<file path="src/design/swmv_pkg.sv">
`default_nettype none
package swmv_pkg;

   localparam int SAMPLE_W = 16;
   localparam int MEAN_W   = 33;
   localparam int OUT_M_W  = 32;
   localparam int SUM_W    = 56;
   localparam int VAR_W    = 48;
   localparam int SD_W     = 24;
   localparam int OPND_W   = 36;
   localparam int PROD_W   = 2 * OPND_W;
   localparam int DVD_W    = SUM_W;
   localparam int QUO_W    = DVD_W + 1;

   localparam logic OP_ADD   = 1'b0;
   localparam logic OP_CLEAR = 1'b1;

   typedef enum logic [3:0] {
      ST_IDLE,
      ST_READ,
      ST_DIV_MEAN,
      ST_MUL_START,
      ST_MUL,
      ST_VAR_START,
      ST_DIV_VAR,
      ST_SQRT_START,
      ST_SQRT,
      ST_DONE
   } swmv_state_type;

   function automatic logic [MEAN_W-1:0] sat_mean(input logic [MEAN_W+24:0] v);
      logic all0;
      logic all1;
      all0 = ~|v[MEAN_W+24:MEAN_W-1];
      all1 = &v[MEAN_W+24:MEAN_W-1];
      if (all0 || all1) begin
         sat_mean = v[MEAN_W-1:0];
      end else if (v[MEAN_W+24]) begin
         sat_mean = {1'b1, {(MEAN_W-1){1'b0}}};
      end else begin
         sat_mean = {1'b0, {(MEAN_W-1){1'b1}}};
      end
   endfunction

   function automatic logic [SUM_W-1:0] sat_sum(input logic [PROD_W:0] v);
      logic all0;
      logic all1;
      all0 = ~|v[PROD_W:SUM_W-1];
      all1 = &v[PROD_W:SUM_W-1];
      if (all0 || all1) begin
         sat_sum = v[SUM_W-1:0];
      end else if (v[PROD_W]) begin
         sat_sum = {1'b1, {(SUM_W-1){1'b0}}};
      end else begin
         sat_sum = {1'b0, {(SUM_W-1){1'b1}}};
      end
   endfunction

   function automatic logic [VAR_W-1:0] sat_var(input logic [QUO_W-1:0] q);
      if (|q[QUO_W-1:VAR_W]) begin
         sat_var = {VAR_W{1'b1}};
      end else begin
         sat_var = q[VAR_W-1:0];
      end
   endfunction

   function automatic logic [OUT_M_W-1:0] sat_out(input logic [MEAN_W-1:0] v);
      if (v[MEAN_W-1] == v[MEAN_W-2]) begin
         sat_out = v[OUT_M_W-1:0];
      end else if (v[MEAN_W-1]) begin
         sat_out = {1'b1, {(OUT_M_W-1){1'b0}}};
      end else begin
         sat_out = {1'b0, {(OUT_M_W-1){1'b1}}};
      end
   endfunction

endpackage
`default_nettype wire

</file>
<file path="src/design/swmv_if.sv">
`default_nettype none
interface swmv_req_if;
   logic                 valid;
   logic                 ready;
   logic                 op;
   logic signed [15:0]   sample;

   modport source (output valid, output op, output sample, input ready);
   modport sink   (input valid, input op, input sample, output ready);
endinterface

interface swmv_rsp_if;
   logic                 valid;
   logic                 ready;
   logic signed [31:0]   mean_value;
   logic [47:0]          variance_value;
   logic [23:0]          std_dev_value;
   logic                 window_full;

   modport source (output valid, output mean_value, output variance_value,
                   output std_dev_value, output window_full, input ready);
   modport sink   (input valid, input mean_value, input variance_value,
                   input std_dev_value, input window_full, output ready);
endinterface
`default_nettype wire

</file>
<file path="src/design/swmv_ring.sv">
`default_nettype none
module swmv_ring
   import swmv_pkg::*;
#(
   parameter int WINDOW = 64
) (
   input  wire logic                        clock,
   input  wire logic                        access,
   input  wire logic [$clog2(WINDOW)-1:0]   addr,
   input  wire logic [SAMPLE_W-1:0]         wr_data,
   output      logic [SAMPLE_W-1:0]         rd_data
);

   logic [SAMPLE_W-1:0] mem [WINDOW];
   logic [SAMPLE_W-1:0] rd_data_ff;

   // read-first: the item read is the one being replaced
   always_ff @(posedge clock) begin
      if (access) begin
         mem[addr]  <= wr_data;
         rd_data_ff <= mem[addr];
      end
   end

   assign rd_data = rd_data_ff;

endmodule
`default_nettype wire

</file>
<file path="src/design/swmv_div.sv">
`default_nettype none
module swmv_div
   import swmv_pkg::*;
#(
   parameter int DIVR_W = 7
) (
   input  wire logic               clock,
   input  wire logic               reset,
   input  wire logic               start,
   input  wire logic [DVD_W-1:0]   dividend,
   input  wire logic [DIVR_W-1:0]  divisor,
   output      logic               done,
   output      logic [QUO_W-1:0]   quotient
);

   localparam int CNT_W = $clog2(DVD_W);

   logic              busy_ff, busy_in;
   logic              done_ff, done_in;
   logic [CNT_W-1:0]  cnt_ff, cnt_in;
   logic              neg_ff, neg_in;
   logic [DVD_W-1:0]  quo_ff, quo_in;
   logic [DIVR_W-1:0] rem_ff, rem_in;
   logic [DIVR_W-1:0] dvr_ff, dvr_in;
   logic [DIVR_W:0]   trial;
   logic [DIVR_W:0]   diff;
   logic              ge;
   logic [QUO_W-1:0]  q_mag;

   assign trial = {rem_ff, quo_ff[DVD_W-1]};
   assign ge    = trial >= {1'b0, dvr_ff};
   assign diff  = trial - {1'b0, dvr_ff};

   always_comb begin
      busy_in = busy_ff;
      done_in = 1'b0;
      cnt_in  = cnt_ff;
      neg_in  = neg_ff;
      quo_in  = quo_ff;
      rem_in  = rem_ff;
      dvr_in  = dvr_ff;
      if (start) begin
         busy_in = 1'b1;
         cnt_in  = '0;
         neg_in  = dividend[DVD_W-1];
         quo_in  = dividend[DVD_W-1] ? (~dividend + 1'b1) : dividend;
         rem_in  = '0;
         dvr_in  = divisor;
      end else if (busy_ff) begin
         quo_in = {quo_ff[DVD_W-2:0], ge};
         rem_in = ge ? diff[DIVR_W-1:0] : trial[DIVR_W-1:0];
         cnt_in = cnt_ff + 1'b1;
         if (cnt_ff == CNT_W'(DVD_W - 1)) begin
            busy_in = 1'b0;
            done_in = 1'b1;
         end
      end
   end

   always_ff @(posedge clock) begin
      if (reset) begin
         busy_ff <= 1'b0;
         done_ff <= 1'b0;
      end else begin
         busy_ff <= busy_in;
         done_ff <= done_in;
      end
      cnt_ff <= cnt_in;
      neg_ff <= neg_in;
      quo_ff <= quo_in;
      rem_ff <= rem_in;
      dvr_ff <= dvr_in;
   end

   // floor toward minus infinity for negative dividends
   assign q_mag    = {1'b0, quo_ff};
   assign quotient = neg_ff ? (~q_mag + 1'b1 - QUO_W'(|rem_ff)) : q_mag;
   assign done     = done_ff;

endmodule
`default_nettype wire

</file>
<file path="src/design/swmv_mul.sv">
`default_nettype none
module swmv_mul
   import swmv_pkg::*;
(
   input  wire logic               clock,
   input  wire logic               reset,
   input  wire logic               start,
   input  wire logic [OPND_W-1:0]  a,
   input  wire logic [OPND_W-1:0]  b,
   output      logic               done,
   output      logic [PROD_W-1:0]  product
);

   localparam int CNT_W = $clog2(OPND_W);

   logic              busy_ff, busy_in;
   logic              done_ff, done_in;
   logic [CNT_W-1:0]  cnt_ff, cnt_in;
   logic              neg_ff, neg_in;
   logic [OPND_W-1:0] amag_ff, amag_in;
   logic [OPND_W:0]   acc_ff, acc_in;
   logic [OPND_W-1:0] lo_ff, lo_in;
   logic [OPND_W:0]   psum;
   logic [PROD_W-1:0] p_mag;

   assign psum = acc_ff + (lo_ff[0] ? {1'b0, amag_ff} : '0);

   always_comb begin
      busy_in = busy_ff;
      done_in = 1'b0;
      cnt_in  = cnt_ff;
      neg_in  = neg_ff;
      amag_in = amag_ff;
      acc_in  = acc_ff;
      lo_in   = lo_ff;
      if (start) begin
         busy_in = 1'b1;
         cnt_in  = '0;
         neg_in  = a[OPND_W-1] ^ b[OPND_W-1];
         amag_in = a[OPND_W-1] ? (~a + 1'b1) : a;
         lo_in   = b[OPND_W-1] ? (~b + 1'b1) : b;
         acc_in  = '0;
      end else if (busy_ff) begin
         acc_in = {1'b0, psum[OPND_W:1]};
         lo_in  = {psum[0], lo_ff[OPND_W-1:1]};
         cnt_in = cnt_ff + 1'b1;
         if (cnt_ff == CNT_W'(OPND_W - 1)) begin
            busy_in = 1'b0;
            done_in = 1'b1;
         end
      end
   end

   always_ff @(posedge clock) begin
      if (reset) begin
         busy_ff <= 1'b0;
         done_ff <= 1'b0;
      end else begin
         busy_ff <= busy_in;
         done_ff <= done_in;
      end
      cnt_ff  <= cnt_in;
      neg_ff  <= neg_in;
      amag_ff <= amag_in;
      acc_ff  <= acc_in;
      lo_ff   <= lo_in;
   end

   assign p_mag   = {acc_ff[OPND_W-1:0], lo_ff};
   assign product = neg_ff ? (~p_mag + 1'b1) : p_mag;
   assign done    = done_ff;

endmodule
`default_nettype wire

</file>
<file path="src/design/swmv_sqrt.sv">
`default_nettype none
module swmv_sqrt
   import swmv_pkg::*;
(
   input  wire logic              clock,
   input  wire logic              reset,
   input  wire logic              start,
   input  wire logic [VAR_W-1:0]  radicand,
   output      logic              done,
   output      logic [SD_W-1:0]   root
);

   localparam int CNT_W = $clog2(SD_W);
   localparam int REM_W = SD_W + 2;

   logic              busy_ff, busy_in;
   logic              done_ff, done_in;
   logic [CNT_W-1:0]  cnt_ff, cnt_in;
   logic [VAR_W-1:0]  val_ff, val_in;
   logic [REM_W-1:0]  rem_ff, rem_in;
   logic [SD_W-1:0]   root_ff, root_in;
   logic [REM_W+1:0]  r;
   logic [REM_W+1:0]  trial;
   logic [REM_W+1:0]  diff;
   logic              ge;

   assign r     = {rem_ff, val_ff[VAR_W-1:VAR_W-2]};
   assign trial = {2'b00, root_ff, 2'b01};
   assign ge    = r >= trial;
   assign diff  = r - trial;

   always_comb begin
      busy_in = busy_ff;
      done_in = 1'b0;
      cnt_in  = cnt_ff;
      val_in  = val_ff;
      rem_in  = rem_ff;
      root_in = root_ff;
      if (start) begin
         busy_in = 1'b1;
         cnt_in  = '0;
         val_in  = radicand;
         rem_in  = '0;
         root_in = '0;
      end else if (busy_ff) begin
         val_in  = {val_ff[VAR_W-3:0], 2'b00};
         rem_in  = ge ? diff[REM_W-1:0] : r[REM_W-1:0];
         root_in = {root_ff[SD_W-2:0], ge};
         cnt_in  = cnt_ff + 1'b1;
         if (cnt_ff == CNT_W'(SD_W - 1)) begin
            busy_in = 1'b0;
            done_in = 1'b1;
         end
      end
   end

   always_ff @(posedge clock) begin
      if (reset) begin
         busy_ff <= 1'b0;
         done_ff <= 1'b0;
      end else begin
         busy_ff <= busy_in;
         done_ff <= done_in;
      end
      cnt_ff  <= cnt_in;
      val_ff  <= val_in;
      rem_ff  <= rem_in;
      root_ff <= root_in;
   end

   assign root = root_ff;
   assign done = done_ff;

endmodule
`default_nettype wire

</file>
<file path="src/design/sliding_window_mean_variance.sv">
// Sliding-window mean / variance / standard deviation of signed 16-bit samples.
// req_ch carries op and sample; rsp_ch returns one item per request: the mean
// (Q.16), the sample variance (Q.16), its floor square root (Q.8) and window_full.
// op = clear zeroes all statistics and reports all-zero fields.
// Items are handled one at a time. An add item uses one shared radix-2 divider
// for the mean update and, if the sum is positive and more than one sample is
// held, again for the variance; it also uses a serial multiplier and the
// square root. A clear skips the divider and the multiplier.
// The sample ring is a single-port memory read and written in the cycle the
// item is accepted; the old sample is available in the next cycle.
// The result sits in an output register; the next item is accepted while it
// waits. If the receiver stalls, the following result is held back until the
// register is free. Synchronous reset clears the count, mean and sum and the
// channels; the ring needs no clearing, since an entry is only used after the
// window has been refilled.
`default_nettype none
module sliding_window_mean_variance
   import swmv_pkg::*;
#(
   parameter int WINDOW = 64
) (
   input  wire logic   clock,
   input  wire logic   reset,
   swmv_req_if.sink    req_ch,
   swmv_rsp_if.source  rsp_ch
);

   localparam int SLOT_W = $clog2(WINDOW);
   localparam int CNT_W  = $clog2(WINDOW + 1);

   swmv_state_type        state_ff, state_in;
   logic [SAMPLE_W-1:0]   sample_ff, sample_in;
   logic [SAMPLE_W-1:0]   old_ff, old_in;
   logic [SLOT_W-1:0]     slot_ff, slot_in;
   logic [CNT_W-1:0]      count_ff, count_in;
   logic                  full_ff, full_in;
   logic [MEAN_W-1:0]     mean_ff, mean_in;
   logic [MEAN_W-1:0]     prev_ff, prev_in;
   logic [OPND_W-1:0]     delta_ff, delta_in;
   logic [SUM_W-1:0]      sum_ff, sum_in;
   logic [SUM_W-1:0]      good_ff, good_in;
   logic [VAR_W-1:0]      var_ff, var_in;
   logic                  rvalid_ff, rvalid_in;
   logic [OUT_M_W-1:0]    rmean_ff, rmean_in;
   logic [VAR_W-1:0]      rvar_ff, rvar_in;
   logic [SD_W-1:0]       rsd_ff, rsd_in;
   logic                  rfull_ff, rfull_in;

   logic                  accept;
   logic                  ring_access;
   logic [SAMPLE_W-1:0]   ring_rdata;
   logic                  div_start, div_done;
   logic [DVD_W-1:0]      div_dvd;
   logic [CNT_W-1:0]      div_dvr;
   logic [QUO_W-1:0]      div_q;
   logic                  mul_start, mul_done;
   logic [OPND_W-1:0]     mul_a, mul_b;
   logic [PROD_W-1:0]     mul_p;
   logic                  sqrt_start, sqrt_done;
   logic [SD_W-1:0]       sqrt_root;
   logic                  rsp_load;

   logic [SAMPLE_W-1:0]   old_src;
   logic [SAMPLE_W:0]     diff;
   logic [OPND_W-1:0]     xq, oldq, mean_x, prev_x, delta_now;
   logic [CNT_W-1:0]      denom;
   logic                  var_go;
   logic [MEAN_W+24:0]    mean_sum;
   logic [PROD_W:0]       sum_full, sum_fill;
   logic [SUM_W-1:0]      sum_full_sat;

   assign accept = req_ch.valid && req_ch.ready;

   swmv_ring #(.WINDOW(WINDOW)) u_ring (
      .clock   (clock),
      .access  (ring_access),
      .addr    (slot_ff),
      .wr_data (req_ch.sample),
      .rd_data (ring_rdata)
   );

   swmv_div #(.DIVR_W(CNT_W)) u_div (
      .clock    (clock),
      .reset    (reset),
      .start    (div_start),
      .dividend (div_dvd),
      .divisor  (div_dvr),
      .done     (div_done),
      .quotient (div_q)
   );

   swmv_mul u_mul (
      .clock   (clock),
      .reset   (reset),
      .start   (mul_start),
      .a       (mul_a),
      .b       (mul_b),
      .done    (mul_done),
      .product (mul_p)
   );

   swmv_sqrt u_sqrt (
      .clock    (clock),
      .reset    (reset),
      .start    (sqrt_start),
      .radicand (var_ff),
      .done     (sqrt_done),
      .root     (sqrt_root)
   );

   // shared arithmetic terms
   assign old_src   = (state_ff == ST_READ) ? ring_rdata : old_ff;
   assign diff      = {sample_ff[SAMPLE_W-1], sample_ff} - {old_src[SAMPLE_W-1], old_src};
   assign xq        = {{4{sample_ff[SAMPLE_W-1]}}, sample_ff, 16'h0000};
   assign oldq      = {{4{old_ff[SAMPLE_W-1]}}, old_ff, 16'h0000};
   assign mean_x    = {{(OPND_W-MEAN_W){mean_ff[MEAN_W-1]}}, mean_ff};
   assign prev_x    = {{(OPND_W-MEAN_W){prev_ff[MEAN_W-1]}}, prev_ff};
   assign delta_now = xq - mean_x;
   assign denom     = full_ff ? CNT_W'(WINDOW) : count_ff;
   assign var_go    = (denom > CNT_W'(1)) && !sum_ff[SUM_W-1] && (|sum_ff);
   assign mean_sum  = {{25{mean_ff[MEAN_W-1]}}, mean_ff} + {div_q[QUO_W-1], div_q};
   assign sum_full  = {{(PROD_W+1-SUM_W){sum_ff[SUM_W-1]}}, sum_ff} + {mul_p[PROD_W-1], mul_p};
   assign sum_fill  = {{(PROD_W+1-SUM_W){sum_ff[SUM_W-1]}}, sum_ff}
                    + {{17{mul_p[PROD_W-1]}}, mul_p[PROD_W-1:16]};
   assign sum_full_sat = sat_sum(sum_full);

   // next state
   always_comb begin
      state_in = state_ff;
      unique case (state_ff)
         ST_IDLE: begin
            if (accept) begin
               state_in = (req_ch.op == OP_CLEAR) ? ST_VAR_START : ST_READ;
            end
         end
         ST_READ:       state_in = ST_DIV_MEAN;
         ST_DIV_MEAN:   if (div_done) state_in = ST_MUL_START;
         ST_MUL_START:  state_in = ST_MUL;
         ST_MUL:        if (mul_done) state_in = ST_VAR_START;
         ST_VAR_START:  state_in = var_go ? ST_DIV_VAR : ST_SQRT_START;
         ST_DIV_VAR:    if (div_done) state_in = ST_SQRT_START;
         ST_SQRT_START: state_in = ST_SQRT;
         ST_SQRT:       if (sqrt_done) state_in = ST_DONE;
         ST_DONE:       if (rsp_load) state_in = ST_IDLE;
         default:       state_in = ST_IDLE;
      endcase
   end

   // control outputs
   always_comb begin
      req_ch.ready = 1'b0;
      ring_access  = 1'b0;
      div_start    = 1'b0;
      div_dvd      = '0;
      div_dvr      = '0;
      mul_start    = 1'b0;
      mul_a        = '0;
      mul_b        = '0;
      sqrt_start   = 1'b0;
      rsp_load     = 1'b0;
      unique case (state_ff)
         ST_IDLE: begin
            req_ch.ready = 1'b1;
            ring_access  = req_ch.valid && (req_ch.op == OP_ADD);
         end
         ST_READ: begin
            div_start = 1'b1;
            if (full_ff) begin
               div_dvd = {{(DVD_W-SAMPLE_W-17){diff[SAMPLE_W]}}, diff, 16'h0000};
               div_dvr = CNT_W'(WINDOW);
            end else begin
               div_dvd = {{(DVD_W-OPND_W){delta_now[OPND_W-1]}}, delta_now};
               div_dvr = count_ff + 1'b1;
            end
         end
         ST_MUL_START: begin
            mul_start = 1'b1;
            if (full_ff) begin
               mul_a = xq + oldq - prev_x - mean_x;
               mul_b = {{(OPND_W-SAMPLE_W-1){diff[SAMPLE_W]}}, diff};
            end else begin
               mul_a = delta_ff;
               mul_b = delta_now;
            end
         end
         ST_VAR_START: begin
            div_start = var_go;
            div_dvd   = sum_ff;
            div_dvr   = denom - 1'b1;
         end
         ST_SQRT_START: sqrt_start = 1'b1;
         ST_DONE:       rsp_load = !rvalid_ff || rsp_ch.ready;
         default: ;
      endcase
   end

   // datapath
   always_comb begin
      sample_in = sample_ff;
      old_in    = old_ff;
      slot_in   = slot_ff;
      count_in  = count_ff;
      full_in   = full_ff;
      mean_in   = mean_ff;
      prev_in   = prev_ff;
      delta_in  = delta_ff;
      sum_in    = sum_ff;
      good_in   = good_ff;
      var_in    = var_ff;
      case (state_ff)
         ST_IDLE: begin
            if (accept) begin
               if (req_ch.op == OP_CLEAR) begin
                  slot_in  = '0;
                  count_in = '0;
                  full_in  = 1'b0;
                  mean_in  = '0;
                  sum_in   = '0;
                  good_in  = '0;
               end else begin
                  sample_in = req_ch.sample;
                  slot_in   = (slot_ff == SLOT_W'(WINDOW - 1)) ? '0 : slot_ff + 1'b1;
               end
            end
         end
         ST_READ: begin
            old_in   = ring_rdata;
            prev_in  = mean_ff;
            delta_in = delta_now;
            if (!full_ff) begin
               count_in = count_ff + 1'b1;
            end
         end
         ST_DIV_MEAN: begin
            if (div_done) begin
               mean_in = sat_mean(mean_sum);
            end
         end
         ST_MUL: begin
            if (mul_done) begin
               if (full_ff) begin
                  // negative sum falls back to the last good one
                  if (sum_full_sat[SUM_W-1]) begin
                     sum_in = good_ff;
                  end else begin
                     sum_in  = sum_full_sat;
                     good_in = sum_full_sat;
                  end
               end else begin
                  sum_in = sat_sum(sum_fill);
                  if (count_ff == CNT_W'(WINDOW)) begin
                     full_in = 1'b1;
                  end
               end
            end
         end
         ST_VAR_START: begin
            if (!var_go) begin
               var_in = '0;
            end
         end
         ST_DIV_VAR: begin
            if (div_done) begin
               var_in = sat_var(div_q);
            end
         end
         default: ;
      endcase
   end

   // result register
   always_comb begin
      rvalid_in = rvalid_ff;
      rmean_in  = rmean_ff;
      rvar_in   = rvar_ff;
      rsd_in    = rsd_ff;
      rfull_in  = rfull_ff;
      if (rvalid_ff && rsp_ch.ready) begin
         rvalid_in = 1'b0;
      end
      if (rsp_load) begin
         rvalid_in = 1'b1;
         rmean_in  = (count_ff != '0) ? sat_out(mean_ff) : '0;
         rvar_in   = var_ff;
         rsd_in    = sqrt_root;
         rfull_in  = full_ff;
      end
   end

   always_ff @(posedge clock) begin
      if (reset) begin
         state_ff  <= ST_IDLE;
         slot_ff   <= '0;
         count_ff  <= '0;
         full_ff   <= 1'b0;
         mean_ff   <= '0;
         sum_ff    <= '0;
         good_ff   <= '0;
         rvalid_ff <= 1'b0;
      end else begin
         state_ff  <= state_in;
         slot_ff   <= slot_in;
         count_ff  <= count_in;
         full_ff   <= full_in;
         mean_ff   <= mean_in;
         sum_ff    <= sum_in;
         good_ff   <= good_in;
         rvalid_ff <= rvalid_in;
      end
      sample_ff <= sample_in;
      old_ff    <= old_in;
      prev_ff   <= prev_in;
      delta_ff  <= delta_in;
      var_ff    <= var_in;
      rmean_ff  <= rmean_in;
      rvar_ff   <= rvar_in;
      rsd_ff    <= rsd_in;
      rfull_ff  <= rfull_in;
   end

   assign rsp_ch.valid          = rvalid_ff;
   assign rsp_ch.mean_value     = rmean_ff;
   assign rsp_ch.variance_value = rvar_ff;
   assign rsp_ch.std_dev_value  = rsd_ff;
   assign rsp_ch.window_full    = rfull_ff;

endmodule
`default_nettype wire
</file>
<file path="src/flat_wrapper.sv">
// flat-port wrapper written by rule: the top's interface ports become plain ports
module sliding_window_mean_variance_flat import swmv_pkg::*;
#(
   parameter int WINDOW = 64
)
  (clock, reset, req_ch_valid, req_ch_op, req_ch_sample, req_ch_ready, rsp_ch_valid, rsp_ch_mean_value, rsp_ch_variance_value, rsp_ch_std_dev_value, rsp_ch_window_full, rsp_ch_ready);
  swmv_req_if req_ch_i ();
  swmv_rsp_if rsp_ch_i ();
  input  wire logic clock;
  input  wire logic reset;
  input wire logic [$bits(req_ch_i.valid)-1:0] req_ch_valid;
  input wire logic [$bits(req_ch_i.op)-1:0] req_ch_op;
  input wire logic [$bits(req_ch_i.sample)-1:0] req_ch_sample;
  output wire logic [$bits(req_ch_i.ready)-1:0] req_ch_ready;
  output wire logic [$bits(rsp_ch_i.valid)-1:0] rsp_ch_valid;
  output wire logic [$bits(rsp_ch_i.mean_value)-1:0] rsp_ch_mean_value;
  output wire logic [$bits(rsp_ch_i.variance_value)-1:0] rsp_ch_variance_value;
  output wire logic [$bits(rsp_ch_i.std_dev_value)-1:0] rsp_ch_std_dev_value;
  output wire logic [$bits(rsp_ch_i.window_full)-1:0] rsp_ch_window_full;
  input wire logic [$bits(rsp_ch_i.ready)-1:0] rsp_ch_ready;
  assign req_ch_i.valid = req_ch_valid;
  assign req_ch_i.op = req_ch_op;
  assign req_ch_i.sample = req_ch_sample;
  assign req_ch_ready = req_ch_i.ready;
  assign rsp_ch_valid = rsp_ch_i.valid;
  assign rsp_ch_mean_value = rsp_ch_i.mean_value;
  assign rsp_ch_variance_value = rsp_ch_i.variance_value;
  assign rsp_ch_std_dev_value = rsp_ch_i.std_dev_value;
  assign rsp_ch_window_full = rsp_ch_i.window_full;
  assign rsp_ch_i.ready = rsp_ch_ready;
  sliding_window_mean_variance #(.WINDOW(WINDOW)) u_core (.clock(clock), .reset(reset), .req_ch(req_ch_i), .rsp_ch(rsp_ch_i));
endmodule
</file>
<file path="config.mk">
export PLATFORM = sky130hd
export DESIGN_NAME = sliding_window_mean_variance_flat
export DESIGN_NICKNAME = d
export VERILOG_FILES = /design/src/design/swmv_pkg.sv /design/src/design/swmv_if.sv /design/src/design/swmv_ring.sv /design/src/design/swmv_div.sv /design/src/design/swmv_mul.sv /design/src/design/swmv_sqrt.sv /design/src/design/sliding_window_mean_variance.sv /design/src/flat_wrapper.sv
export SDC_FILE = /design/constraint.sdc
export NUM_CORES = 2
export LEC_CHECK = 0
export BUFFER_PORTS_ARGS = -buffer_cell sky130_fd_sc_hd__buf_2
export CORE_MARGIN = 4
export CORE_UTILIZATION = 50
export DETAILED_ROUTE_END_ITERATION = 7
export PLACE_DENSITY = 0.66
export SYNTH_ARGS = -nofsm -noshare
export SYNTH_HDL_FRONTEND = slang
export SYNTH_SLANG_ARGS = --single-unit
</file>
<file path="constraint.sdc">
create_clock -name clock -period 12.26 [get_ports clock]
set_input_delay 1.226 -clock clock [delete_from_list [all_inputs] [get_ports clock]]
set_output_delay 1.226 -clock clock [all_outputs]
set_load 0.005 [all_outputs]
</file>
==> results.md <==
* Outcome: finished clean
* Worst Setup End Kind: flip-flop
* Leakage Power at 37.6 nW
* Worst skew pair latency at 0.86 ns
* Area grow syn2layout at 10.6%
* GR Util met3 at 0.0460
* GRT overflow at 0
* H-tree levels at 4
* Max-slew violation count at 0
* Syn Area/Cell at 10.7 um2
* Ys flop type: edfxtp_1
* Setup TNS at 0 ns
* DR vias/cell at 6.43
* Root buffer cell: clkbuf_16
* Drt wl/cell at 27.7 um
* Sw Ratio at 0.402
* Starting Density at 0.504
* Minimum clock period at 9.77 ns
* Post-CTS Hold Buffers at 0
* RSZ-0062 raised after global routing: no
* Cell taking the most area after synthesis: edfxtp_1
* Port Buffers at 127
* Post-CTS Setup Bufs at 0
* # clock sinks at 1756
* Most crowded layer after global routing: met2
* Area share of the largest cell type after synthesis at 0.468
* Post-synthesis register bit count at 1756
* Met2 usage at 0.500
* Number of global-route vias before repair at 68700
* Synth top cells by count: edfxtp_1 (1460), nand2_1 (798), nor2_1 (585)
* Post-route DRC at 0
* Die Height at 441 um
* Nets at 9269
* Number of synthesis warnings at 0
* Post-synth EDFFs at 1460
* CP required at 12.98 ns
* Worst-Margin Slew at 1.37 ns
* Asr flop ratio synth at 0
* DP HPWL at 224000 um
* Share of cells above drive strength 1 at 0.0799
* Area of the multi-input gates at 0.0410 mm2
* GPL Wtd Cong at 1.01
* Cells after Synth at 8760
* Clock Path Buffers at 3
* Total wire length at 317000 um
* Ranking of synthesized cells by area: edfxtp_1 (47%), dfxtp_1 (6.3%), ha_1 (5.7%), nand2_1 (3.2%), a21oi_1 (3.1%)
* Drt first pass iters at 6
* Layout fillers at 16100
* CP arrival at 10.50 ns
* Crit Path Class: reg -> reg
* Max-Cap Viols at 0
* I/O pins at 128
* Die width at 441 um
* CTS resizes at 0
* Startpoint types: flip-flop
* Logic pwr share at 0.427
* Pint at 0.0138 W
* Vias at 73600
* Worst VDD drop at 0.000159 V
* Synthesized area at 0.0938 mm2
* Global Route met1 Usage at 0.428
* Post-layout util at 0.558
* Clock share of power at 0.248
* Rows at 158
* Flop pwr share at 0.325
* Post-synthesis cell type count at 92
* CTS tree: done
* Largest net degree at the start of global routing at 98
* Die Footprint at 0.195 mm2
* Max FO, Critical Path at 32
* Core area at 0.186 mm2
* Worst relative slew slack at 0.0884
* Slowest stage delay, CP at 0.87 ns
* Iter 0 DRT Violations at 7950
* Power per cell area at 222 mW/mm2
* Worst Skew at 0.0861 ns
* Tightest Hold Check Type: reg -> reg
* Antenna violations before repair at 6
* Fmax achieved at 0.102 GHz
* ANT nets after route at 0
* Overall Global Routing Usage at 0.316
* Clock transition at path regs at 0.06 ns
* Crit share post-route at 0.797
* CP max-delay cell: a31oi_1
* TritonCTS buffer count at 182
* Sw power at 0.00927 W
* Final-report hold violation count at 0
* Endpoints failing setup at 0
* Post-Syn Nets at 9230
* Post-synthesis sequential area ratio at 0.531
* First-pass GRT wire length at 460000 um
* FF+latch area at 0.0498 mm2
* Cell with the most instances after synthesis: edfxtp_1
layer usage:
metal / vias to the layer above / share of wire
li1: 33400 / -
met1: 36200 / 0.41
met2: 3267 / 0.46
met3: 599 / 0.076
met4: 4 / 0.059
met5: - / 0.000082
logic make-up (layout without fill, tap and decap cells):
kind of cell	count (synthesis)	count (layout)	share of synthesized area
compound gates	2770	2770	0.196
xor+xnor	484	484	0.0452
fa+ha+maj	449	449	0.0619
buf+inv	837	1030	0.0336
flops	1756	1756	0.531
mux	122	122	0.0131
other cells	1	4	0.0000400
simple gates	2341	2341	0.119
final cells by class:
cell class	count	area share
sequential	1756	0.480
multi-input combinational	6167	0.395
clock buffer	224	0.0457
tap	2480	0.0299
timing repair buffer	333	0.0217
clock inverter	114	0.0142
inverter	359	0.0130
antenna	3	0.0000724
sequential cells by signal, indices dropped and copies added (netlist names), 26 cells and up:
name / cells
u_core.delta_ff: 34
u_core.good_ff: 56
u_core.mean_ff: 33
u_core.prev_ff: 32
u_core.rsp_ch.mean_value: 32
u_core.rsp_ch.variance_value: 48
u_core.sum_ff: 56
u_core.u_div.quo_ff: 56
u_core.u_mul.acc_ff: 36
u_core.u_mul.amag_ff: 36
u_core.u_mul.lo_ff: 36
u_core.u_ring.mem: 1024
u_core.u_sqrt.rem_ff: 26
u_core.u_sqrt.val_ff: 48
u_core.var_ff: 48
per-stage QoR:
stage	cell area [um2]	instances	total power, W	hold WS, ns	worst slack, ns
5_1_grt	104000	11400	0.0244	0.456	1.56
2_1_floorplan	93800	8760	0.0145	0.406	4.46
4_1_cts	104000	11400	0.0230	0.451	2.63
6_report	104000	11400	0.0231	0.445	2.49
3_3_place_gp	97500	11100	0.0172	0.439	2.69
3_5_place_dp	97500	11100	0.0173	0.438	2.68
critical path, delay by kind of cell, from the launching register on:
family | cells | cell delay [ns]
DFF | 1 | 0.37
AOI/OAI and AO/OA | 17 | 5.92
buffers and inverters | 1 | 0.08
muxes | 2 | 0.79
and+or+nand+nor | 7 | 1.55
adders and majority gates | 3 | 0.84
xor gates and xnor gates | 1 | 0.09
power groups by stage:
stage | logic [W] | registers, W | clock network (W)
after floorplan | 0.00705 | 0.00742 | 0
after global placement | 0.00959 | 0.00759 | 0
after global routing | 0.0108 | 0.00754 | 0.00605
after detailed placement | 0.00965 | 0.00760 | 0
final | 0.00986 | 0.00749 | 0.00573
after CTS | 0.00970 | 0.00748 | 0.00580
cell usage in the layout, fill, tap and decap left out, types with 130 or more instances in the layout:
master     instances
edfxtp_1        1460
nand2_1          796
a21oi_1          583
nor2_1           578
o21ai_0          526
ha_1             424
inv_1            354
xnor2_1          310
a22oi_1          304
dfxtp_1          293
a31oi_1          218
buf_4            202
a21o_1           196
clkbuf_16        182
xor2_1           174
nand3_1          157
nor3_1           142
a221oi_1         130
path summary, 6_finish.rpt:
| check | slack (ns) | start | end | depth (start not counted) |
|---|---|---|---|---|
| worst min register to register | 0.45 | u_core.var_ff[26]$_SDFFCE_PN0P_ | u_core.rsp_ch.variance_value[26]$_DFFE_PP_ | 0 |
| worst max-delay path | 2.49 | u_core.u_div.rem_ff[2]$_SDFFE_PP0P_ | u_core.mean_ff[8]$_SDFFE_PP0P_ | 31 |
| worst max register to register | 2.49 | u_core.u_div.rem_ff[2]$_SDFFE_PP0P_ | u_core.mean_ff[8]$_SDFFE_PP0P_ | 31 |
| worst min-delay path | 0.45 | u_core.var_ff[26]$_SDFFCE_PN0P_ | u_core.rsp_ch.variance_value[26]$_DFFE_PP_ | 0 |
Power figures use the tool's default switching activity.
